**config.mk**
```make
export PLATFORM = sky130hd
export DESIGN_NAME = thrm_ram
export DESIGN_NICKNAME = d
export VERILOG_FILES = /design/src/rtl/thrm_ram.sv
export SDC_FILE = /design/constraint.sdc
export NUM_CORES = 1
export LEC_CHECK = 0
export BUFFER_PORTS_ARGS = -buffer_cell sky130_fd_sc_hd__buf_2
export CAP_MARGIN = 5
export CORE_ASPECT_RATIO = 0.5
export CORE_MARGIN = 2
export CORE_UTILIZATION = 45
export DETAILED_ROUTE_END_ITERATION = 8
export PLACE_DENSITY = 0.72
export SKIP_LAST_GASP = 1
export SYNTH_ARGS = -nofsm -noshare
export SYNTH_HDL_FRONTEND = slang
export SYNTH_SLANG_ARGS = --single-unit
```
**constraint.sdc**
```tcl
create_clock -name clock -period 3.1 [get_ports clock]
set_input_delay 0.155 -clock clock [delete_from_list [all_inputs] [get_ports clock]]
set_output_delay 0.155 -clock clock [all_outputs]
set_load 0.1 [all_outputs]
```
**src/rtl/thrm_ram.sv**
```systemverilog
// ----------------------------------------------------------------------------
// thrm_ram
// Generic single-write, single-read synchronous RAM with registered read.
// ----------------------------------------------------------------------------
`default_nettype none

module thrm_ram #(
   parameter int WIDTH = 8,
   parameter int DEPTH = 16
) (
   input  wire logic                     clock,
   input  wire logic                     wr_en,
   input  wire logic [$clog2(DEPTH)-1:0] wr_addr,
   input  wire logic [WIDTH-1:0]         wr_data,
   input  wire logic                     rd_en,
   input  wire logic [$clog2(DEPTH)-1:0] rd_addr,
   output logic      [WIDTH-1:0]         rd_data
);

   logic [WIDTH-1:0] mem_ff [DEPTH];

   // Write and registered read
   always_ff @(posedge clock) begin
      if (wr_en) begin
         mem_ff[wr_addr] <= wr_data;
      end
      if (rd_en) begin
         rd_data <= mem_ff[rd_addr];
      end
   end

endmodule

`default_nettype wire

```
==> results.txt <==
----------------------------------------------------
[Routing]
  Antenna Violating Nets Remaining ... 0
  Vias after detailed routing ... 2434
  DR WL/cell ... 23.4 um
  Final routed DRC violation total ... 0
  Length of the first detailed-routing pass in iterations ... 4
  Vias per Instance ... 5.69
  Violation count after the first detailed-routing iteration ... ~210
  Routed Wire Length ... approximately 10000 um

[Pwr]
  Share of power burned in registers ... 0.499
  Share of total power in the clock network ... 0.442
  Net switching component of the power ... 871 uW
  Static Leakage ... roughly 0.002 uW
  Max rail drop VDD ... between 0.0004 and 0.0005 V
  Internal Pwr Total ... roughly 3300 uW
  Comb pwr share ... 0.059
  Total power per unit cell area ... about 690 nW/um2
  Switching share of power ... 0.208

[Clocking]
  H-tree Lvls ... 4
  Clk slew on worst S/H paths ... approximately 0.05 ns
  Clock latency on the worst-skew pair ... 0.41 ns
  Number of gates resized after CTS ... 0
  Cts-stage hold buffer count ... 0
  Sink count of the clock tree ... between 100 and 150
  Root cell of the clock tree ... sky130_fd_sc_hd__clkbuf_16
  Post-CTS Setup Repair Bufs ... 0
  CTS tree ... done
  Max Buffers Root-to-Sink ... 2
  Total CTS buffers ... 17

[Critical path]
  Worst r2r path cells ... 3
  Launching element type of the critical path ... input pin
  Crit path buf inv count ... 2
  Gate family responsible for the most delay along the worst path ... buffers and inverters
  Max stage delay on crit path ... 0.61 ns
  Worst setup slack for register-to-register paths ... 1.53 ns
  Worst Path Arrival ... between 1.5 and 2 ns
  CP cell instances ... buf_2 > buf_4 > mux4_1 > a22oi_1 > nand2_1
  R2R Path End ... rd_data[3]$_DFFE_PP_
  Crit path max-delay cell type ... sky130_fd_sc_hd__mux4_1
  Worst EP required ... about 3.3 ns
  Critical path class ... in -> reg
  Max Fanout on Critical Path ... 17
  Reg-to-reg critical path startpoint ... mem_ff[1][3]$_DFFE_PP_
  Critical path capture point type ... flip-flop

[Floorplan]
  Row cnt ... 27
  I/O Pins ... 27
  Die boundary height ... around 80 um
  Core box area ... approximately 11000 um2
  Die Wd ... about 160 um
  Initial standard-cell utilization of the core ... 0.469
  Die area ... 12500 um2

[Layout]
  Commonest non-fill, non-tap cell in the layout ... sky130_fd_sc_hd__edfxtp_1
  # nets final ... 289
  Area Growth Syn to Fin ... 15.6%
  Number of antenna diodes ... 0
  Share of post-route cells with drive strength above 1 ... 0.269
  Most frequent cells in the layout ... 136 x sky130_fd_sc_hd__edfxtp_1, 26 x sky130_fd_sc_hd__buf_2, 18 x sky130_fd_sc_hd__mux4_2

[Global routing]
  Global-route wire length before repair ... 15100 um
  GRT overflow ... 0
  Number of antenna violations at the first check in global routing ... 0
  Vias in the first global route ... between 2000 and 3000
  Pin count of the biggest net entering global routing ... 33
  GRT Util Overall ... 0.177

[Flow run]
  Maxcap violations ... 0

[Min path]
  Worst hold path cell count ... 1
  Capture endpoint of the worst hold path ... rd_data[5]$_DFFE_PP_
  Path class of the lowest-slack min-delay path ... in -> reg
  Startpoint of the worst hold path ... rd_en

[STA]
  Final hold violation count ... 0
  Worst clock skew on the final layout ... just over 0.006 ns
  Hold WS ... approximately 0.12 ns
  Max Slew Vio Count ... 0
  Slew margin rel. ... 0.397
  Post-route clock period utilization ... 0.543
  Max Fclk ... roughly 600 MHz
  Min Tclk post-route ... approximately 1.7 ns
  Endpoints failing setup ... 0
  Slew at the pin with the worst max-slew slack ... about 0.90 ns
  Setup_tns ... 0 ns
  Setup repair after global routing missed its margin ... false

[Synth]
  Post-synth ARST share ... 0
  Mapped Area ... ~5200 um2
  Sequential element share of the synthesized area ... 0.781
  Number of distinct standard cells referenced by the synthesized netlist ... 18
  Flop and latch count out of synthesis ... roughly 140
  Count of flip-flops with a built-in enable after synthesis ... roughly 140
  Synthesized instance count ... roughly 230
  Yosys warns ... 0
  Avg Inst Size Synth ... around 23 um2
  Number of nets produced by synthesis ... roughly 250
  Most used flip-flop cell after synthesis ... sky130_fd_sc_hd__edfxtp_1

[Placement]
  Weighted congestion at the end of routability-driven global placement ... ~0.79
  HPWL after detailed placement ... ~6300 um
  Count of input and output buffers ... 26

[Run status]
  Outcome ... finished, final reports clean

----------------------------------------------------
[Yosys cell counts (2+ instances only)]
cell type | n | share of area
sky130_fd_sc_hd__a22oi_1 | 16 | 0.023
sky130_fd_sc_hd__buf_2 | 3 | 0.0029
sky130_fd_sc_hd__buf_6 | 3 | 0.0065
sky130_fd_sc_hd__clkdlybuf4s25_2 | 3 | 0.0057
sky130_fd_sc_hd__edfxtp_1 | 136 | 0.78
sky130_fd_sc_hd__mux4_1 | 14 | 0.070
sky130_fd_sc_hd__mux4_2 | 18 | 0.078
sky130_fd_sc_hd__nand2_1 | 9 | 0.0065
sky130_fd_sc_hd__nand2b_1 | 2 | 0.0024
sky130_fd_sc_hd__nand3b_1 | 2 | 0.0029
sky130_fd_sc_hd__nor2_1 | 13 | 0.0093
sky130_fd_sc_hd__nor3_1 | 4 | 0.0038
[routing by layer]
metal | track usage | part of all wire | vias up
met5 | 0 | 0 | -
met4 | 0.0651 | 0.0084 | 0
met3 | 0.0648 | 0.11 | 7
met2 | 0.282 | 0.49 | 124
met1 | 0.225 | 0.39 | 1241
li1 | - | - | 1062
[area by class of cell]
type	instances	area, um2
tap	145	181
clock buffer	19	433
timing repair buffer	32	175
multi-input combinational	83	1060
sequential	136	4080
fill	833	5110
clock inverter	13	111
[cell families after synthesis]
logic type      count (synthesis)  share of synthesized area
mux                            32                      0.148
compound gates                 16                     0.0230
simple gates                   35                     0.0314
buf+inv                        10                     0.0165
flops                         136                      0.781
[registers in the layout, indices dropped and copies added, names as in the netlist]
register  count
rd_data       8
mem_ff      128
[power by group through the flow]
stage / clock, uW / combinational (uW) / sequential [uW]
after detailed placement: 0 / 246 / 2120
final: 1850 / 246 / 2080
after floorplan: 0 / 105 / 2180
after global placement: 0 / 237 / 2120
after global routing: 1950 / 261 / 2090
after CTS: 1870 / 247 / 2090
[metrics by stage]
stage | cell area [um2] | worst slack [ns] | utilization | cells | total power [uW]
6_report | 6040 | 1.42 | 0.542 | 428 | 4180
3_3_place_gp | 5500 | 1.07 | 0.493 | 396 | 2360
5_1_grt | 6040 | 1.30 | 0.542 | 428 | 4300
3_5_place_dp | 5500 | 1.02 | 0.493 | 396 | 2370
2_1_floorplan | 5230 | 1.45 | - | 229 | 2290
4_1_cts | 6040 | 1.42 | 0.542 | 428 | 4200
[worst reg2reg max path, stage by stage (launching register included)]
cell	delay, ns
sky130_fd_sc_hd__edfxtp_1	0.35
sky130_fd_sc_hd__mux4_1	0.50
sky130_fd_sc_hd__a22oi_1	0.36
sky130_fd_sc_hd__nand2_1	0.09
[how the worst max path moves through the flow]
stage | from | end | slack [ns] | cells past startpoint
floorplan | wr_addr[2] | mem_ff[0][0]$_DFFE_PP_ | 1.45 | 2
global placement | rd_addr[0] | rd_data[6]$_DFFE_PP_ | 1.07 | 5
detailed placement | rd_addr[0] | rd_data[0]$_DFFE_PP_ | 1.02 | 5
CTS | rd_addr[0] | rd_data[0]$_DFFE_PP_ | 1.42 | 5
global route | rd_addr[0] | rd_data[0]$_DFFE_PP_ | 1.30 | 5
finish | rd_addr[0] | rd_data[0]$_DFFE_PP_ | 1.42 | 5
Power figures use the tool's default switching activity.
