### config.mk
export PLATFORM = sky130hd
export DESIGN_NAME = thrm_ring_ptr
export DESIGN_NICKNAME = d
export VERILOG_FILES = /design/src/rtl/thrm_pkg.sv /design/src/rtl/thrm_ring_ptr.sv
export SDC_FILE = /design/constraint.sdc
export NUM_CORES = 1
export LEC_CHECK = 0
export BUFFER_PORTS_ARGS = -buffer_cell sky130_fd_sc_hd__buf_2
export CAP_MARGIN = 40
export CORE_MARGIN = 1.5
export CORE_UTILIZATION = 40
export DETAILED_ROUTE_END_ITERATION = 16
export GPL_TIMING_DRIVEN = 0
export PLACE_DENSITY_LB_ADDON = 0.25
export REMOVE_ABC_BUFFERS = 1
export SYNTH_ARGS = -nofsm -noshare
export SYNTH_HDL_FRONTEND = slang
export SYNTH_SLANG_ARGS = --single-unit
### constraint.sdc
create_clock -name clock -period 2.16 [get_ports clock]
set_clock_uncertainty 0.2 [all_clocks]
set_input_delay 0.324 -clock clock [delete_from_list [all_inputs] [get_ports clock]]
set_output_delay 0.324 -clock clock [all_outputs]
set_load 0.03 [all_outputs]
### src/rtl/thrm_pkg.sv
// ----------------------------------------------------------------------------
// thrm_pkg
// Shared types, operation codes and defaults for the tagged history ring
// matcher.
// ----------------------------------------------------------------------------
`default_nettype none

package thrm_pkg;

   // Default geometry
   localparam int THRM_DEPTH    = 128;
   localparam int THRM_TAG_BITS = 64;

   // Operation codes
   localparam logic [1:0] OP_RECORD   = 2'd0;
   localparam logic [1:0] OP_ANNOTATE = 2'd1;
   localparam logic [1:0] OP_TAKE     = 2'd2;

   // Request payload
   typedef struct packed {
      logic [1:0]  operation;
      logic [63:0] event_tag;
      logic [15:0] risk_level;
      logic [15:0] pose_level;
      logic [15:0] eeg_level;
      logic [15:0] burst_level;
      logic [7:0]  classifier_result;
   } req_type;

   // Response payload
   typedef struct packed {
      logic        hit;
      logic [63:0] tag_out;
      logic [15:0] risk_out;
      logic [15:0] pose_out;
      logic [15:0] eeg_out;
      logic [15:0] burst_out;
      logic [7:0]  result_out;
   } rsp_type;

   // Commands to the ring pointer unit
   typedef struct packed {
      logic advance;   // record written, move write pointer
      logic start;     // begin a newest-first walk
      logic step;      // walk one entry further back
   } ptr_cmd_type;

   // Status from the ring pointer unit
   typedef struct packed {
      logic empty;     // nothing recorded yet
      logic rd_last;   // current walk slot is the oldest filled entry
   } ptr_stat_type;

endpackage

`default_nettype wire

### src/rtl/thrm_ring_ptr.sv
// ----------------------------------------------------------------------------
// thrm_ring_ptr
// Write pointer, saturating fill count and newest-first walk address
// generator for the history ring.
// ----------------------------------------------------------------------------
`default_nettype none

module thrm_ring_ptr
   import thrm_pkg::*;
#(
   parameter int DEPTH = THRM_DEPTH
) (
   input  wire logic                     clock,
   input  wire logic                     reset,
   input  wire ptr_cmd_type              cmd,
   output logic      [$clog2(DEPTH)-1:0] wr_slot,
   output logic      [$clog2(DEPTH)-1:0] rd_slot,
   output ptr_stat_type                  stat
);

   localparam int AW = $clog2(DEPTH);
   localparam int CW = $clog2(DEPTH + 1);

   logic [AW-1:0] wp_ff, wp_in;
   logic [AW-1:0] rp_ff, rp_in;
   logic [CW-1:0] fill_ff, fill_in;
   logic [CW-1:0] left_ff, left_in;

   // Slot one step back, wrapping at the bottom
   function automatic logic [AW-1:0] prev_slot(input logic [AW-1:0] s);
      prev_slot = (s == '0) ? AW'(DEPTH - 1) : s - AW'(1);
   endfunction

   // Advance write side on record, walk read side on request
   always_comb begin
      wp_in   = wp_ff;
      fill_in = fill_ff;
      rp_in   = rp_ff;
      left_in = left_ff;
      if (cmd.advance) begin
         wp_in = (wp_ff == AW'(DEPTH - 1)) ? '0 : wp_ff + AW'(1);
         if (fill_ff != CW'(DEPTH)) begin
            fill_in = fill_ff + CW'(1);
         end
      end
      if (cmd.start) begin
         rp_in   = prev_slot(wp_ff);
         left_in = fill_ff;
      end else if (cmd.step) begin
         rp_in   = prev_slot(rp_ff);
         left_in = left_ff - CW'(1);
      end
   end

   always_ff @(posedge clock) begin
      if (reset) begin
         wp_ff   <= '0;
         fill_ff <= '0;
         rp_ff   <= '0;
         left_ff <= '0;
      end else begin
         wp_ff   <= wp_in;
         fill_ff <= fill_in;
         rp_ff   <= rp_in;
         left_ff <= left_in;
      end
   end

   assign wr_slot      = wp_ff;
   assign rd_slot      = rp_ff;
   assign stat.empty   = (fill_ff == '0);
   assign stat.rd_last = (left_ff == CW'(1));

endmodule

`default_nettype wire

==> results of run 1 <==
metrics by stage:
step           instances  worst slack (ps)  utilization (%)  setup TNS [ps]  cell area, um^2
2_1_floorplan        199              -299                -            -299             1660
3_3_place_gp         269               166             44.9               0             1820
3_5_place_dp         269               147             44.9               0             1820
4_1_cts              277              13.7             47.9               0             1940
5_1_grt              277             -39.9             48.1           -39.9             1950
6_report             277              21.9             48.1               0             1950
report_power, final:
part           total, mW  switching (mW)  internal, mW
logic              0.307           0.181         0.126
registers          0.632          0.0442         0.587
clock network      0.466           0.209         0.257
total               1.40           0.434         0.970
Yosys cell counts, types with 2 or more instances:
master	number	area, um^2
mux2i_1	2	20.0
o211ai_1	3	22.5
nor2_1	32	120
ha_1	9	113
xnor2_1	6	52.6
nand4_1	5	31.3
buf_2	2	10.0
a211oi_1	4	30.0
dfxtp_1	30	601
o22ai_1	2	12.5
nor4b_1	3	26.3
xor2_1	12	105
a21oi_1	10	50.1
nor4_1	2	12.5
nor3_1	7	35.0
a211oi_2	2	25.0
nand3b_1	2	15.0
a311oi_1	3	26.3
o21ai_0	10	50.1
nor3b_1	2	15.0
nand3_1	3	15.0
clkbuf_1	8	30.0
nand2b_1	2	12.5
or4_1	3	22.5
nand2_1	16	60.1
a31oi_1	2	12.5
inv_1	10	37.5
or3_1	5	31.3
state kept, by name, summed over array words and instances (netlist names):
signal / count
rd_slot: 7
left_ff: 8
fill_ff: 8
wr_slot: 7
worst register-to-register path, cell delays in order, from the launching register on:
cell and delay, ps:
dfxtp_1 360, or4_1 610, nor2_1 260, o211ai_1 150, a31oi_1 180
cells by family after synthesis:
group                      synth area share (%)
and+or+nand+nor                            25.3
muxes                                      1.82
xor gates and xnor gates                   9.20
adders and majority gates                  6.57
AOI/OAI and AO/OA                          16.5
buffers and inverters                      5.62
DFF                                        35.0
cell type report:
cell class                 instances  share of cell area [%]
clock buffer                       7                    4.43
clock inverter                     1                   0.257
inverter                          11                    2.12
multi-input combinational        158                    53.9
sequential                        30                    30.9
tap                               50                    3.21
timing repair buffer              20                    5.26
routing by layer:
metal | track usage, % | vias up | routed length [um]
li1 | - | 764 | -
met3 | 4.11 | 5 | 117
met2 | 23.6 | 18 | 1580
met5 | 0 | - | 0
met4 | 7.50 | 0 | 45
met1 | 22.6 | 684 | 1750
worst min path at each step:
stage          startpoint          to  slack [ps]
2_1_floorplan       reset  rd_slot[0]         190
3_3_place_gp   left_ff[2]  left_ff[2]         320
3_5_place_dp   left_ff[2]  left_ff[2]         320
4_1_cts            cmd[1]  left_ff[3]         210
5_1_grt            cmd[1]  left_ff[3]         220
6_report           cmd[1]  left_ff[3]         220
timing repair:
action / CTS / global route
endpoints found under the hold margin: 0 / 0
buffers inserted: 0 / 0
pin swaps: 1 / 0
gates resized for setup: 6 / 1
endpoints found under the setup margin: 2 / 2
==> impl_metrics.py, run 1 <==
metrics = {
    "clock_network": {
        "clock-sinks": 30,
        "root_buffer": "clkbuf_8",
        "path_clk_slew_ps": 70,
        "htree_levels": 2,
        "cts_tree": "done",
        "numCtsBuffers": 5,
        "cts_max_path_buffers": 2,
        "clock_latency_ps": 280,
        "holdBufCountCts": 0,
    },
    "global_route": {
        "antenna_found_initial": 0,
        "grt_pass1_wl_um": 5640,
        "grt_max_degree": 27,
        "grt-ovfl-total": 0,
        "grt_pass1_vias": 1200,
        "grt_use_total_pct": 16.3,
    },
    "min_path": {
        "hp-class": "in2reg",
        "hold_depth": 3,
    },
    "floorplanning": {
        "die_y_um": 68.5,
        "initial_core_util_pct": 42.2,
        "die_x_um": 68.5,
        "ios": 21,
        "floorplan.core_area_mm2": 0.00406,
        "rows": 23,
        "die-area_mm2": 0.00469,
    },
    "timing": {
        "hold_viol_final": 0,
        "fin_crit_ps": 2140,
        "whs_ps": 220,
        "rsz0062_at_grt": "true",
        "worst_slew_pin_slew_ps": 550,
        "drv_slew": 0,
        "period_share_pct": 99.0,
        "finalSetupViolCount": 0,
        "slew_headroom_pct": 62.8,
        "max_freq_mhz": 468,
    },
    "power_and_ir_drop": {
        "power.total_mw": 1.40,
        "power-per-cell-area_mw_per_mm2": 720,
        "ir_worst_vdd_mv": 0.356,
        "p_leak_nw": 0.782,
    },
    "synth": {
        "yosys_warnings": 0,
        "async_reset_ff_share_pct": 0,
        "synthDistinctLibCells": 42,
        "synthCells": 211,
        "synth_edf_count": 0,
        "yosysSeqAreaShare_pct": 35.0,
        "synth_ff_type": "dfxtp_1",
        "syn_avg_cell_area_um2": 8.12,
        "synth_seq_cells": 30,
        "synthesis.area_mm2": 0.00171,
    },
    "worst_setup_path": {
        "path_cells": "or4_4 > nor4b_4 > buf_4",
        "reg2reg_from": "rd_slot[2]",
        "cp.arrival_ps": 1610,
        "critPathMaxFanout": 6,
        "reg2regPathDepth": 4,
        "critPathSlowestCell": "or4_4",
        "cp.required_ps": 1640,
        "path_class": "reg2out",
        "startpoint_type": "register",
        "crit_path_max_incr_delay_ps": 550,
        "crit_buf_inv": 1,
        "r2r_slack_ps": 320,
        "path_delay_family": "simple AND/OR/NAND/NOR gates",
        "critical_path_depth": 3,
        "crit_end": "stat[0]",
        "cp-end-kind": "primary output",
        "rr_endpoint": "rd_slot[4]",
        "critPathLaunch": "left_ff[3]",
    },
    "placed_design": {
        "dpl.hpwl_um": 2400,
        "port_buffers": 20,
        "gp_congestion": 0.759,
    },
    "routing": {
        "drt_iter0_drc": 96,
        "wire_per_inst_um": 12.6,
        "ant_nets": 0,
        "wl_um": 3500,
        "vias": 1471,
        "dr.pass1.iters": 4,
        "viasPerCell": 5.31,
        "drc": 0,
    },
    "cells_and_area": {
        "mostFrequentLayoutCell": "nor2_1",
        "area_growth_pct": 13.8,
        "n_antenna_cell": 0,
        "nFillCells": 408,
        "nNetsFinal": 240,
        "final_cell_mix": "nor2_1 (32), dfxtp_1 (29), buf_2 (19), nand2_1 (16), xor2_1 (12)",
        "final-seq-area_um2": 602,
        "multi_input_area_mm2": 0.00105,
        "final_layout_size_suffix_gt1_share_pct": 16.3,
    },
    "run": {
        "maxCapViolCount": 0,
    },
    "status": {
        "status": "complete, no violations",
    },
}
Note: power is estimated with default switching activity, not from simulation.
==> run 2, diff against run 1 <==
--- a/config.mk
+++ b/config.mk
@@ -11,7 +11,6 @@
 export CORE_UTILIZATION = 40
 export DETAILED_ROUTE_END_ITERATION = 16
 export GPL_TIMING_DRIVEN = 0
-export PLACE_DENSITY_LB_ADDON = 0.25
 export REMOVE_ABC_BUFFERS = 1
 export SYNTH_ARGS = -nofsm -noshare
 export SYNTH_HDL_FRONTEND = slang
==> run 2 against run 1 <==
Against the previous run: core utilization fell by 0.12 points; largest power group unchanged; power fell by 0.13%; first-iteration DRC count rose by 19%; clock power barely moved; register-to-register slack barely moved; final cell count did not move; critical path type unchanged; critical endpoint unchanged; non-clock buffer count did not move; die area did not move; sequential power barely moved; worst setup slack got worse by 11 ps; final area fell by 0.26%; worst hold slack got worse by 8.1 ps.
==> impl_metrics.py, run 2 (synthesis gave the netlist of run 1 again) <==
metrics = {
    "cells_and_area": {
        "final_cell_mix": "nor2_1 (32), dfxtp_1 (29), buf_2 (19), nand2_1 (16), xor2_1 (12)",
        "final_core_util_pct": 47.9,
        "reg_top3": "fill_ff (8), left_ff (8)",
        "nFillCells": 416,
        "n_antenna_cell": 0,
        "nNetsFinal": 240,
        "area_growth_pct": 13.5,
        "mostFrequentLayoutCell": "nor2_1",
        "final_layout_size_suffix_gt1_share_pct": 16.3,
    },
    "floorplanning": {
        "floorplan.core_area_mm2": 0.00406,
        "die_x_um": 68.5,
        "die_y_um": 68.5,
        "ios": 21,
        "rows": 23,
        "initial_core_util_pct": 42.2,
        "die-area_mm2": 0.00469,
    },
    "clock_network": {
        "clock-sinks": 30,
        "holdBufCountCts": 0,
        "path_clk_slew_ps": 60,
        "cts_tree": "done",
        "cts_max_path_buffers": 2,
        "htree_levels": 2,
        "numCtsBuffers": 5,
        "cts_setup_buffers": 0,
        "clock_latency_ps": 280,
        "root_buffer": "clkbuf_8",
    },
    "routing": {
        "dr.max_layer_used": "met4",
        "m1WireLength_um": 1740,
        "ant_nets": 0,
        "vias": 1462,
        "routed-wl-met2_um": 1620,
        "wl_um": 3570,
        "wl_met3_um": 132,
        "wire_per_inst_um": 12.9,
        "dr.pass1.iters": 4,
        "drc": 0,
        "viasPerCell": 5.28,
        "drt_iter0_drc": 114,
    },
    "global_route": {
        "grt_pass1_wl_um": 6130,
        "grt-ovfl-total": 0,
        "antenna_found_initial": 0,
        "grt_use_total_pct": 17.9,
        "grt_pass1_vias": 1340,
        "grt_max_degree": 27,
    },
    "worst_setup_path": {
        "cp.required_ps": 1640,
        "cp-end-kind": "primary output",
        "startpoint_type": "register",
        "critPathMaxFanout": 6,
        "reg2reg_from": "rd_slot[2]",
        "path_class": "reg2out",
        "rr_endpoint": "rd_slot[4]",
        "cp.arrival_ps": 1620,
        "r2r_slack_ps": 320,
        "reg2regPathDepth": 4,
    },
    "run": {
        "maxCapViolCount": 0,
    },
    "timing": {
        "period_share_pct": 99.5,
        "slew_headroom_pct": 58.5,
        "max_freq_mhz": 465,
        "rsz0062_at_grt": "true",
        "fin_crit_ps": 2150,
        "hold_viol_final": 0,
        "drv_slew": 0,
        "finalSetupViolCount": 0,
        "worst_slew_pin_slew_ps": 614,
    },
    "min_path": {
        "holdPathEnd": "left_ff[3]",
        "hp-class": "in2reg",
        "hold_depth": 3,
        "hold_start": "cmd[1]",
    },
    "power_and_ir_drop": {
        "p_leak_nw": 0.774,
        "power.total_mw": 1.40,
        "ir_worst_vdd_mv": 0.339,
        "power-per-cell-area_mw_per_mm2": 721,
    },
    "placed_design": {
        "gp_congestion": 0.753,
        "dpl.hpwl_um": 2440,
        "port_buffers": 20,
    },
    "status": {
        "status": "complete, no violations",
    },
}
==> run 2: cell types whose count changed in the layout (fill, tap and decap cells not counted) <==
| cell | delta |
|---|---|
| nor4b_2 | +1 |
| nor4b_4 | -1 |
| buf_4 | -1 |
| buf_6 | +1 |
==> run 2: critical path, stage by stage, from the launching register on <==
cell,delay [ps]
dfxtp_2,350
or4_4,560
nor4b_4,260
buf_6,170
==> run 2: how the worst max path moves through the flow <==
| stage | start | endpoint | slack [ps] | cells past startpoint |
|---|---|---|---|---|
| 2_1_floorplan | left_ff[3] | stat[0] | -300 | 2 |
| 3_3_place_gp | left_ff[3] | stat[0] | 160 | 3 |
| 3_5_place_dp | left_ff[3] | stat[0] | 150 | 3 |
| 4_1_cts | left_ff[3] | stat[0] | 2 | 3 |
| 5_1_grt | left_ff[3] | stat[0] | -50 | 3 |
| 6_report | left_ff[3] | stat[0] | 10 | 3 |
==> run 2: area by class of cell <==
cell class                      count  area [um^2]  area share [%]
Clock buffer                        7         86.3            4.44
Sequential cell                    30          602            30.9
Timing Repair Buffer               20          106            5.47
Multi-Input combinational cell    158         1040            53.6
Clock inverter                      1         5.00           0.257
Tap cell                           50         62.6            3.22
Inverter                           11         41.3            2.12
==> run 2: what timing repair did <==
| action | in CTS | in global routing |
|---|---|---|
| gates resized for setup | 6 | 1 |
| pin swaps | 1 | 0 |
| setup endpoints to repair | 2 | 1 |
==> run 2: per-stage QoR <==
| step | cells | hold slack (ps) | area, um^2 | setup TNS [ps] | setup slack [ps] |
|---|---|---|---|---|---|
| after CTS | 277 | 203 | 1940 | 0 | 2.35 |
| after floorplan | 199 | 189 | 1660 | -299 | -299 |
| after detailed placement | 269 | 315 | 1820 | 0 | 153 |
| after global routing | 277 | 220 | 1950 | -53.3 | -53.3 |
| final | 277 | 211 | 1950 | 0 | 11.4 |
| after global placement | 269 | 314 | 1820 | 0 | 159 |
==> run 2: metal layers <==
layer,GRT usage (%),vias to the layer above
li1,-,772
met1,22.9,660
met2,27.6,23
met3,5.10,7
met4,8.50,0
met5,0,-
==> run 2: report_power, final <==
part	internal (mW)	switching [mW]	total (mW)	leakage, nW
clock network	0.257	0.210	0.466	0.0482
logic	0.124	0.181	0.305	0.479
registers	0.587	0.0434	0.631	0.247
total	0.968	0.435	1.40	0.774
